--- src/rtl/ctd_pkg.sv ---
// Shared types, constants and helpers of the class-limited task dispatcher.
`timescale 1ns / 1ps
`default_nettype none

package ctd_pkg;

	localparam int QUEUE_DEPTH = 16;
	localparam int ID_WIDTH    = 16;
	localparam int PTR_W       = $clog2(QUEUE_DEPTH);
	localparam int CNT_W       = $clog2(QUEUE_DEPTH + 1);
	localparam int RUN_W       = 8;
	localparam int CTR_W       = 32;
	localparam int LIMIT_W     = 8;
	localparam logic [RUN_W-1:0]   RUN_MAX       = '1;
	localparam logic [LIMIT_W-1:0] LIMIT_DEFAULT = LIMIT_W'(4);

	typedef enum logic [1:0] {
		MODE_SUBMIT = 2'd0,
		MODE_CLAIM  = 2'd1,
		MODE_FINISH = 2'd2,
		MODE_NOP    = 2'd3
	} mode_t;

	typedef enum logic [1:0] {
		CLS_UNBOUND = 2'd0,
		CLS_CPU     = 2'd1,
		CLS_IO      = 2'd2
	} cls_t;

	typedef enum logic [2:0] {
		ST_GRANTED      = 3'd0,
		ST_WAIT         = 3'd1,
		ST_ALL_DONE     = 3'd2,
		ST_ACCEPTED     = 3'd3,
		ST_FULL         = 3'd4,
		ST_FINISH_ERROR = 3'd5
	} status_t;

	typedef enum logic [0:0] {
		CFG_CPU_LIMIT = 1'b0,
		CFG_IO_LIMIT  = 1'b1
	} cfg_reg_t;

	typedef struct packed {
		cls_t                cls;
		logic [ID_WIDTH-1:0] id;
	} entry_t;

	localparam int ENTRY_W = $bits(entry_t);

	typedef logic [2:0][RUN_W-1:0] class_run_t;

	// Update request from the sequencer to the counter bank.
	typedef struct packed {
		logic submit;
		logic grant;
		cls_t grant_cls;
		logic finish;
		cls_t fin_cls;
		logic fin_failed;
	} stats_cmd_t;

	// Class three folds onto the unbound class.
	function automatic cls_t norm_class(input logic [1:0] raw);
		cls_t c;
		c = CLS_UNBOUND;
		if (raw == CLS_CPU)
			c = CLS_CPU;
		else if (raw == CLS_IO)
			c = CLS_IO;
		return c;
	endfunction

endpackage

`default_nettype wire

--- src/rtl/class_limited_task_dispatcher_core.sv ---
// Top level of the class-limited task dispatcher: sequencer, queue memory, counters.
//
// Usage:
//   Input channel (in_valid / in_stall) carries one operation per beat: submit,
//   claim, finish or no-op. The block takes one beat, then raises in_stall until the
//   result has been moved into the output register.
//   Output channel (out_valid / out_stall) carries one result beat per input beat.
//   A result waiting under out_stall does not block the next input beat; the
//   sequencer only holds in its final state if a second result is ready before
//   the first one was taken.
//   Configuration channel (cfg_valid / cfg_ready) writes the class limits; it is
//   always ready and should be used only while the block is idle.
// Sequencing:
//   Submit, finish, no-op and a claim that needs no scan pass through the execute
//   and response states before out_valid rises; in_stall falls as the result is
//   loaded into the output register, and the next beat can then be taken.
//   A claim scans the queue oldest first through one eligibility compare, one
//   entry per cycle; on a grant it closes the gap from the hole one entry per
//   cycle through the queue RAM port, and then goes to the response state.
// Reset: queue empty, all counts zero, both limits 4, no result pending.
`timescale 1ns / 1ps
`default_nettype none

module class_limited_task_dispatcher_core
	import ctd_pkg::*;
(
	input  wire logic                clk,
	input  wire logic                arst_n,
	// operation channel
	input  wire logic                in_valid,
	output logic                     in_stall,
	input  wire logic [1:0]          mode,
	input  wire logic [15:0]         task_id,
	input  wire logic [1:0]          task_class,
	input  wire logic                task_failed,
	// result channel
	output logic                     out_valid,
	input  wire logic                out_stall,
	output logic      [2:0]          status,
	output logic      [15:0]         grant_id,
	output logic      [1:0]          grant_class,
	output logic      [RUN_W-1:0]    running_total,
	output logic      [CTR_W-1:0]    submitted_total,
	output logic      [CTR_W-1:0]    done_total,
	output logic      [CTR_W-1:0]    failed_total,
	// configuration channel
	input  wire logic                cfg_valid,
	output logic                     cfg_ready,
	input  wire logic [0:0]          cfg_index,
	input  wire logic [LIMIT_W-1:0]  cfg_data
);

	typedef enum logic [2:0] {
		S_IDLE,
		S_EXEC,
		S_SCAN,
		S_SHIFT,
		S_RESP
	} state_t;

	state_t              state_q;

	// latched operation
	mode_t               op_mode_q;
	logic [ID_WIDTH-1:0] op_id_q;
	cls_t                op_cls_q;
	logic                op_failed_q;

	// queue bookkeeping
	logic [CNT_W-1:0]    cnt_q;
	logic [PTR_W-1:0]    ptr_q;

	// limits
	logic [LIMIT_W-1:0]  cpu_limit_q;
	logic [LIMIT_W-1:0]  io_limit_q;

	// result under construction
	status_t             res_status_q;
	logic [ID_WIDTH-1:0] res_id_q;
	cls_t                res_cls_q;

	// output register
	logic                out_valid_q;
	status_t             out_status_q;
	logic [15:0]         out_id_q;
	cls_t                out_cls_q;
	logic [RUN_W-1:0]    out_run_q;
	logic [CTR_W-1:0]    out_sub_q;
	logic [CTR_W-1:0]    out_done_q;
	logic [CTR_W-1:0]    out_fail_q;

	// counter bank
	stats_cmd_t          cmd;
	logic [RUN_W-1:0]    running;
	class_run_t          class_run;
	logic [CTR_W-1:0]    submitted;
	logic [CTR_W-1:0]    done;
	logic [CTR_W-1:0]    failed;

	// queue memory
	logic                ram_we;
	logic [PTR_W-1:0]    ram_waddr;
	logic [ENTRY_W-1:0]  ram_wdata;
	logic [PTR_W-1:0]    ram_raddr;
	logic [ENTRY_W-1:0]  ram_rdata;

	entry_t              rd_entry;
	logic                elig;
	logic                q_full;
	logic                fin_err;
	logic [CNT_W-1:0]    ptr_next;
	logic                ptr_last;
	logic                out_free;

	assign rd_entry = entry_t'(ram_rdata);
	assign q_full   = (cnt_q == CNT_W'(QUEUE_DEPTH));
	assign fin_err  = (class_run[op_cls_q] == '0) || (running == '0);
	assign ptr_next = CNT_W'(ptr_q) + CNT_W'(1);
	assign ptr_last = (ptr_next >= cnt_q);
	assign out_free = !out_valid_q || !out_stall;

	// Shared eligibility compare: the class of the entry on the read port
	// against its limit.
	always_comb begin
		unique case (rd_entry.cls)
			CLS_CPU: elig = (class_run[CLS_CPU] < cpu_limit_q);
			CLS_IO:  elig = (class_run[CLS_IO] < io_limit_q);
			default: elig = 1'b1;
		endcase
	end

	// The read port runs one address ahead of ptr_q while scanning, and two
	// ahead while compacting, so the entry behind the hole is always on rdata.
	always_comb begin
		ram_we    = 1'b0;
		ram_waddr = ptr_q;
		ram_wdata = ram_rdata;
		ram_raddr = '0;
		unique case (state_q)
			S_EXEC: begin
				ram_we    = (op_mode_q == MODE_SUBMIT) && !q_full;
				ram_waddr = PTR_W'(cnt_q);
				ram_wdata = {op_cls_q, op_id_q};
			end
			S_SCAN: begin
				ram_raddr = ptr_q + PTR_W'(1);
			end
			S_SHIFT: begin
				ram_we    = !ptr_last;
				ram_raddr = ptr_q + PTR_W'(2);
			end
			default: begin
				ram_raddr = '0;
			end
		endcase
	end

	always_comb begin
		cmd            = '0;
		cmd.submit     = (state_q == S_EXEC) && (op_mode_q == MODE_SUBMIT) && !q_full;
		cmd.grant      = (state_q == S_SCAN) && elig;
		cmd.grant_cls  = rd_entry.cls;
		cmd.finish     = (state_q == S_EXEC) && (op_mode_q == MODE_FINISH) && !fin_err;
		cmd.fin_cls    = op_cls_q;
		cmd.fin_failed = op_failed_q;
	end

	// Sequencer and output register.
	always_ff @(posedge clk or negedge arst_n) begin
		if (!arst_n) begin
			state_q      <= S_IDLE;
			cnt_q        <= '0;
			ptr_q        <= '0;
			op_mode_q    <= MODE_SUBMIT;
			op_id_q      <= '0;
			op_cls_q     <= CLS_UNBOUND;
			op_failed_q  <= 1'b0;
			res_status_q <= ST_ACCEPTED;
			res_id_q     <= '0;
			res_cls_q    <= CLS_UNBOUND;
			out_valid_q  <= 1'b0;
			out_status_q <= ST_ACCEPTED;
			out_id_q     <= '0;
			out_cls_q    <= CLS_UNBOUND;
			out_run_q    <= '0;
			out_sub_q    <= '0;
			out_done_q   <= '0;
			out_fail_q   <= '0;
		end else begin
			// Load a new result beat, or drop the current one once taken.
			if (state_q == S_RESP && out_free)
				out_valid_q <= 1'b1;
			else if (!out_stall)
				out_valid_q <= 1'b0;

			unique case (state_q)
				S_IDLE: begin
					if (in_valid) begin
						op_mode_q   <= mode_t'(mode);
						op_id_q     <= ID_WIDTH'(task_id);
						op_cls_q    <= norm_class(task_class);
						op_failed_q <= task_failed;
						state_q     <= S_EXEC;
					end
				end
				S_EXEC: begin
					res_id_q  <= '0;
					res_cls_q <= CLS_UNBOUND;
					state_q   <= S_RESP;
					unique case (op_mode_q)
						MODE_SUBMIT: begin
							if (q_full) begin
								res_status_q <= ST_FULL;
							end else begin
								res_status_q <= ST_ACCEPTED;
								cnt_q        <= cnt_q + CNT_W'(1);
							end
						end
						MODE_CLAIM: begin
							if (cnt_q == '0) begin
								res_status_q <= (running == '0) ? ST_ALL_DONE : ST_WAIT;
							end else if (running == RUN_MAX) begin
								res_status_q <= ST_WAIT;
							end else begin
								ptr_q   <= '0;
								state_q <= S_SCAN;
							end
						end
						MODE_FINISH: begin
							res_status_q <= fin_err ? ST_FINISH_ERROR : ST_ACCEPTED;
						end
						default: begin
							res_status_q <= ST_ACCEPTED;
						end
					endcase
				end
				S_SCAN: begin
					if (elig) begin
						// grant: keep ptr_q on the hole and start compaction
						res_status_q <= ST_GRANTED;
						res_id_q     <= rd_entry.id;
						res_cls_q    <= rd_entry.cls;
						state_q      <= S_SHIFT;
					end else if (ptr_last) begin
						res_status_q <= ST_WAIT;
						state_q      <= S_RESP;
					end else begin
						ptr_q <= ptr_q + PTR_W'(1);
					end
				end
				S_SHIFT: begin
					if (ptr_last) begin
						cnt_q   <= cnt_q - CNT_W'(1);
						state_q <= S_RESP;
					end else begin
						ptr_q <= ptr_q + PTR_W'(1);
					end
				end
				S_RESP: begin
					if (out_free) begin
						out_status_q <= res_status_q;
						out_id_q     <= 16'(res_id_q);
						out_cls_q    <= res_cls_q;
						out_run_q    <= running;
						out_sub_q    <= submitted;
						out_done_q   <= done;
						out_fail_q   <= failed;
						state_q      <= S_IDLE;
					end
				end
				default: begin
					state_q <= S_IDLE;
				end
			endcase
		end
	end

	// Class limits.
	always_ff @(posedge clk or negedge arst_n) begin
		if (!arst_n) begin
			cpu_limit_q <= LIMIT_DEFAULT;
			io_limit_q  <= LIMIT_DEFAULT;
		end else if (cfg_valid && cfg_ready) begin
			unique case (cfg_reg_t'(cfg_index))
				CFG_CPU_LIMIT: cpu_limit_q <= cfg_data;
				CFG_IO_LIMIT:  io_limit_q  <= cfg_data;
				default:       cpu_limit_q <= cpu_limit_q;
			endcase
		end
	end

	ctd_ram #(
		.WIDTH(ENTRY_W),
		.DEPTH(QUEUE_DEPTH)
	) u_queue (
		.clk  (clk),
		.we   (ram_we),
		.waddr(ram_waddr),
		.wdata(ram_wdata),
		.raddr(ram_raddr),
		.rdata(ram_rdata)
	);

	ctd_stats u_stats (
		.clk      (clk),
		.arst_n   (arst_n),
		.cmd      (cmd),
		.running  (running),
		.class_run(class_run),
		.submitted(submitted),
		.done     (done),
		.failed   (failed)
	);

	assign in_stall        = (state_q != S_IDLE);
	assign cfg_ready       = 1'b1;
	assign out_valid       = out_valid_q;
	assign status          = out_status_q;
	assign grant_id        = out_id_q;
	assign grant_class     = out_cls_q;
	assign running_total   = out_run_q;
	assign submitted_total = out_sub_q;
	assign done_total      = out_done_q;
	assign failed_total    = out_fail_q;

`ifndef SYNTH
	a_cnt_bound: assert property (@(posedge clk) disable iff (!arst_n)
		cnt_q <= CNT_W'(QUEUE_DEPTH))
		else $error("pending count beyond queue depth");

	a_resp_only: assert property (@(posedge clk) disable iff (!arst_n)
		$rose(out_valid_q) |-> $past(state_q == S_RESP))
		else $error("result raised outside the response state");

	a_scan_in_range: assert property (@(posedge clk) disable iff (!arst_n)
		(state_q == S_SCAN || state_q == S_SHIFT) |-> (CNT_W'(ptr_q) < cnt_q))
		else $error("scan pointer past the pending entries");

	a_grant_runs: assert property (@(posedge clk) disable iff (!arst_n)
		(out_valid_q && out_status_q == ST_GRANTED) |-> (out_run_q != '0))
		else $error("grant reported with nothing running");
`endif

endmodule

`default_nettype wire

--- src/rtl/ctd_ram.sv ---
// Generic single-write, single-read RAM with registered read data.
`timescale 1ns / 1ps
`default_nettype none

module ctd_ram #(
	parameter int WIDTH = 8,
	parameter int DEPTH = 16
) (
	input  wire logic                     clk,
	input  wire logic                     we,
	input  wire logic [$clog2(DEPTH)-1:0] waddr,
	input  wire logic [WIDTH-1:0]         wdata,
	input  wire logic [$clog2(DEPTH)-1:0] raddr,
	output logic      [WIDTH-1:0]         rdata
);

	logic [WIDTH-1:0] mem_q [DEPTH];

	always_ff @(posedge clk) begin
		if (we)
			mem_q[waddr] <= wdata;
		rdata <= mem_q[raddr];
	end

endmodule

`default_nettype wire

--- src/rtl/ctd_stats.sv ---
// Running counts per class and the saturating submit, done and failed counters.
`timescale 1ns / 1ps
`default_nettype none

module ctd_stats
	import ctd_pkg::*;
(
	input  wire logic             clk,
	input  wire logic             arst_n,
	input  wire stats_cmd_t       cmd,
	output logic      [RUN_W-1:0] running,
	output class_run_t            class_run,
	output logic      [CTR_W-1:0] submitted,
	output logic      [CTR_W-1:0] done,
	output logic      [CTR_W-1:0] failed
);

	logic [RUN_W-1:0] running_q;
	class_run_t       class_run_q;
	logic [CTR_W-1:0] submitted_q;
	logic [CTR_W-1:0] done_q;
	logic [CTR_W-1:0] failed_q;

	function automatic logic [CTR_W-1:0] sat_inc(input logic [CTR_W-1:0] v);
		return (v == '1) ? v : v + CTR_W'(1);
	endfunction

	// Grant and finish never come in the same cycle.
	always_ff @(posedge clk or negedge arst_n) begin
		if (!arst_n) begin
			running_q   <= '0;
			class_run_q <= '0;
			submitted_q <= '0;
			done_q      <= '0;
			failed_q    <= '0;
		end else begin
			if (cmd.submit)
				submitted_q <= sat_inc(submitted_q);
			if (cmd.grant) begin
				running_q                  <= running_q + RUN_W'(1);
				class_run_q[cmd.grant_cls] <= class_run_q[cmd.grant_cls] + RUN_W'(1);
			end
			if (cmd.finish) begin
				running_q                <= running_q - RUN_W'(1);
				class_run_q[cmd.fin_cls] <= class_run_q[cmd.fin_cls] - RUN_W'(1);
				done_q                   <= sat_inc(done_q);
				if (cmd.fin_failed)
					failed_q <= sat_inc(failed_q);
			end
		end
	end

	assign running   = running_q;
	assign class_run = class_run_q;
	assign submitted = submitted_q;
	assign done      = done_q;
	assign failed    = failed_q;

endmodule

`default_nettype wire
--- config.mk ---
export PLATFORM = sky130hd
export DESIGN_NAME = class_limited_task_dispatcher_core
export DESIGN_NICKNAME = d
export VERILOG_FILES = /design/src/rtl/ctd_pkg.sv /design/src/rtl/class_limited_task_dispatcher_core.sv /design/src/rtl/ctd_ram.sv /design/src/rtl/ctd_stats.sv
export SDC_FILE = /design/constraint.sdc
export NUM_CORES = 1
export LEC_CHECK = 0
export ABC_CLOCK_PERIOD_IN_PS = 10500
export BUFFER_PORTS_ARGS = -buffer_cell sky130_fd_sc_hd__buf_2
export CAP_MARGIN = 15
export CORE_ASPECT_RATIO = 1.1
export CORE_MARGIN = 10
export CORE_UTILIZATION = 51
export CTS_CLUSTER_SIZE = 12
export DETAILED_ROUTE_END_ITERATION = 16
export HOLD_SLACK_MARGIN = 0.06
export PLACE_DENSITY = 0.7
export SETUP_SLACK_MARGIN = 0.02
export SLEW_MARGIN = 10
export SYNTH_ARGS = -nofsm -noshare
export SYNTH_HDL_FRONTEND = slang
export SYNTH_SLANG_ARGS = --single-unit
export TNS_END_PERCENT = 30
--- constraint.sdc ---
create_clock -name clk -period 10.5 [get_ports clk]
set_clock_uncertainty 0.15 [all_clocks]
set_input_delay 0.525 -clock clk [delete_from_list [all_inputs] [get_ports clk]]
set_output_delay 0.525 -clock clk [all_outputs]
set_load 0.01 [all_outputs]
==> metrics.log <==
INFO  metric run_status = complete, no violations
INFO  metric postSynthRegisterBits = 630
INFO  metric timing.final.crit_share = 42.18%
INFO  metric postRouteAntennaNets = 0
INFO  metric die_h = 261.0 um
INFO  metric total_leakage_power = 12.97 nW
INFO  metric cts_buffer_depth = 3
INFO  metric grt_util_all_layers = 20.32%
INFO  metric timing.critical_path.fanout_max = 14
INFO  metric synth_flop_cell = sky130_fd_sc_hd__dfrtp_1
INFO  metric hold_depth = 3
INFO  metric yosysMostFrequentCell = sky130_fd_sc_hd__dfrtp_1
INFO  metric critPathCaptureType = flip-flop
INFO  metric seq_area = 17120 sq um
INFO  metric insertedDiodeCount = 0
INFO  metric final_count_of_hold_timing_violations = 0
INFO  metric r2r-start = op_cls_q[1]
INFO  metric synth.yosys.warnings = 0
INFO  metric holdCritPathClass = in -> reg
INFO  metric number_of_global_route_vias_before_repair = 17650
INFO  metric layout.cells.non_filler = 3048
INFO  metric vias = 17500
INFO  metric min_to = op_cls_q[0]
INFO  metric synthDistinctLibCells = 72
INFO  metric cts_made_buffers = 66
INFO  metric drt_drc_violations_left = 0
INFO  metric synth.yosys.seq_area_share = 63.60%
INFO  metric criticalPathCategory = reg -> reg
INFO  metric detailedRoute.firstIterationViolations = 1519
INFO  metric first_pass_iters = 5
INFO  metric number_of_enable_flip_flop_cells_after_synthesis = 288
INFO  metric min-delay-start = task_class[0]
INFO  metric rsz0062_at_grt = false
INFO  metric timing.critical_path.arrival = 4.81 ns
INFO  metric synth_largest_type_area_fraction = 32.12%
INFO  metric buffer_ports.inserted = 161
INFO  metric pwr-share-seq = 44.0%
INFO  metric n_fill_cell = 4116
INFO  metric grt_max_degree = 119
INFO  metric clock_power_share = 28.6%
INFO  metric max_cap_violations = 0
INFO  metric report.power.total = 7.773 mW
INFO  metric fin_crit = 4.429 ns
INFO  metric regToRegEndpoint = u_stats.running[6]
INFO  metric cts_num_sinks = 630
INFO  metric p_comb_share = 27.5%
INFO  metric fin_hold_ws = 0.1046 ns
INFO  metric placed_cells = 2907
INFO  metric synthCells = 2159
INFO  metric finalSetupViolCount = 0
INFO  metric core_area = 52300 sq um
INFO  metric switching_power = 2.659 mW
INFO  metric detailed_place_hpwl = 41590 um
INFO  metric multiInputGateArea = 9271 sq um
INFO  metric worst_pin_slew = 1.164 ns
INFO  metric worst-endpoint-required = 10.88 ns
INFO  metric worst_slew_margin_rel = 20.42%
INFO  metric wl_per_cell = 20.88 um
INFO  metric tritoncts = done
INFO  metric dieArea = 62400 sq um
INFO  metric power_density = 253.1 nW/um^2
INFO  metric synth_largest_area_cell = sky130_fd_sc_hd__edfxtp_1
INFO  metric ioPinCount = 163
INFO  metric gpl.final_weighted_congestion = 0.9110
INFO  metric drive_gt1_share = 19.43%
INFO  metric fp-row-count = 88
INFO  metric finalMaxSlewViolations = 0
INFO  metric vdd_drop_max = 0.1657 mV
INFO  metric later_pin_clock_latency_in_the_skew_report = 0.61 ns
INFO  metric netlist_area = 26920 sq um
INFO  metric area_delta_synth_final = 14.08%
INFO  metric detail_route.wirelength = 63650 um
INFO  metric fin_nets = 2400
INFO  metric path_clk_slew = 0.06 ns
INFO  metric cts_htree_levels = 3
INFO  metric synth.area.top_cells = sky130_fd_sc_hd__edfxtp_1 32%, sky130_fd_sc_hd__dfrtp_1 30%, sky130_fd_sc_hd__mux2_2 6.3%
INFO  metric netlist_top_cells_count = 318 x sky130_fd_sc_hd__dfrtp_1, 317 x sky130_fd_sc_hd__nand2_1, 288 x sky130_fd_sc_hd__edfxtp_1
INFO  metric grt-ovfl-total = 0
INFO  metric postSynthAreaPerCell = 12.47 sq um
INFO  metric rr_worst_depth = 13
INFO  metric fmax = 225.8 MHz
INFO  metric start_kind = flip-flop
INFO  metric die-width = 239.1 um
INFO  metric power_switching_share = 34.21%
INFO  metric internal_power = 5.114 mW
INFO  metric fin_setup_tns = 0 ns
INFO  metric starting_utilization_of_the_core_area = 51.48%
INFO  metric synth-async-reset-ratio = 51.43%
INFO  metric root_buffer = sky130_fd_sc_hd__clkbuf_16
INFO  metric average_vias_per_placed_instance = 5.740
INFO  metric grt_antenna_before_repair = 2
INFO  metric worst-r2r-setup-slack = 6.07 ns
INFO  metric number_of_nets_in_the_synthesized_netlist = 2229
INFO  metric grt_pass1_wl = 99490 um
flip-flops by register name, indices dropped and copies added, names as in the netlist, 16 cells and up:
register / flops
u_queue.mem_q: 288
u_stats.done: 32
res_id_q: 16
submitted_total: 32
failed_total: 32
grant_id: 16
op_id_q: 16
done_total: 32
u_queue.rdata: 18
u_stats.submitted: 32
u_stats.failed: 32
u_stats.class_run: 24
cell families (layout without fill, tap and decap cells):
family	count (synthesis)	after routing	share of synthesized area [%]
adders and majority gates	35	35	1.654
buffers and inverters	155	369	2.286
AOI/OAI and AO/OA	357	357	8.876
and+or+nand+nor	665	665	11.69
xor gates and xnor gates	122	122	3.969
muxes	194	194	7.909
other	1	1	0.01393
DFF	630	630	63.60
timing repair:
item / 4_1_cts / 5_1_grt
endpoints found under the setup margin: 0 / 0
resized for setup: 0 / 0
endpoints found under the hold margin: 150 / 0
setup buffers: 0 / 0
hold buffers: 29 / 0
cells in the final DEF (no fill, tap or decap), drive strengths merged, types with 6 or more instances in the layout:
| cell | instances |
|---|---|
| a211oi | 92 |
| a21oi | 71 |
| a22oi | 6 |
| a311oi | 36 |
| a31oi | 46 |
| and2 | 76 |
| and3 | 15 |
| and4 | 10 |
| buf | 181 |
| clkbuf | 98 |
| clkinv | 8 |
| dfrtp | 318 |
| dfstp | 6 |
| dfxtp | 18 |
| dlygate4sd3 | 29 |
| edfxtp | 288 |
| ha | 34 |
| inv | 52 |
| mux2 | 150 |
| mux2i | 44 |
| nand2 | 319 |
| nand3 | 48 |
| nand4 | 29 |
| nor2 | 92 |
| nor2b | 9 |
| nor3 | 28 |
| o21ai | 65 |
| o2bb2ai | 11 |
| o31ai | 6 |
| or4 | 6 |
| xnor2 | 74 |
| xor2 | 48 |
cell type report:
type	count	share of cell area, %
Inverter	48	0.5866
Clock buffer	98	6.208
Sequential cell	630	55.75
Multi-Input combinational cell	1374	30.19
Timing Repair Buffer	210	4.114
Clock inverter	13	0.4033
Tap cell	675	2.750
through the flow:
stage	area (sq um)	worst slack (ns)	util [%]
after floorplan	26920	6.718	-
after global placement	28380	6.316	54.26
after detailed placement	28380	6.157	54.26
after CTS	30700	6.103	58.70
after global routing	30710	5.763	58.73
final	30710	6.071	58.73
power by group through the flow:
| stage | sequential (mW) | combinational [mW] | clock (mW) |
|---|---|---|---|
| after floorplan | 3.32 | 1.42 | 0 |
| after global placement | 3.45 | 2.07 | 0 |
| after detailed placement | 3.46 | 2.11 | 0 |
| after CTS | 3.41 | 2.14 | 2.26 |
| after global routing | 3.45 | 2.33 | 2.37 |
| final | 3.42 | 2.13 | 2.22 |
how the worst max path moves through the flow:
stage           startpoint               endpoint  cells past startpoint
3_3_place_gp      ptr_q[0]  u_queue.mem_q[13][11]                      9
3_5_place_dp   op_cls_q[1]     u_stats.running[6]                     13
2_1_floorplan  op_cls_q[1]     u_stats.running[6]                     14
4_1_cts        op_cls_q[1]     u_stats.running[6]                     13
5_1_grt        op_cls_q[1]     u_stats.running[6]                     13
6_report       op_cls_q[1]     u_stats.running[6]                     13
worst max-delay path, cell delays in order, from the launching register on:
cell and delay, ns:
sky130_fd_sc_hd__dfrtp_1 0.74, sky130_fd_sc_hd__nor2b_1 0.32, sky130_fd_sc_hd__a22oi_1 0.46, sky130_fd_sc_hd__ha_1 0.26
sky130_fd_sc_hd__o211ai_1 0.13, sky130_fd_sc_hd__or3_1 0.46, sky130_fd_sc_hd__o21ai_2 0.36, sky130_fd_sc_hd__inv_2 0.15
sky130_fd_sc_hd__ha_1 0.42, sky130_fd_sc_hd__o31a_1 0.22, sky130_fd_sc_hd__o211ai_1 0.10, sky130_fd_sc_hd__a211o_1 0.29
sky130_fd_sc_hd__o22ai_1 0.15, sky130_fd_sc_hd__xor2_1 0.15
metal layers:
layer	track usage, %	part of all wire [%]	up-vias
met2	34.93	51	481
met5	0	0.020	-
li1	-	-	8153
met3	3.396	5.5	117
met4	8.264	3.2	2
met1	25.20	41	8742
(Power assumes the default switching activity.)
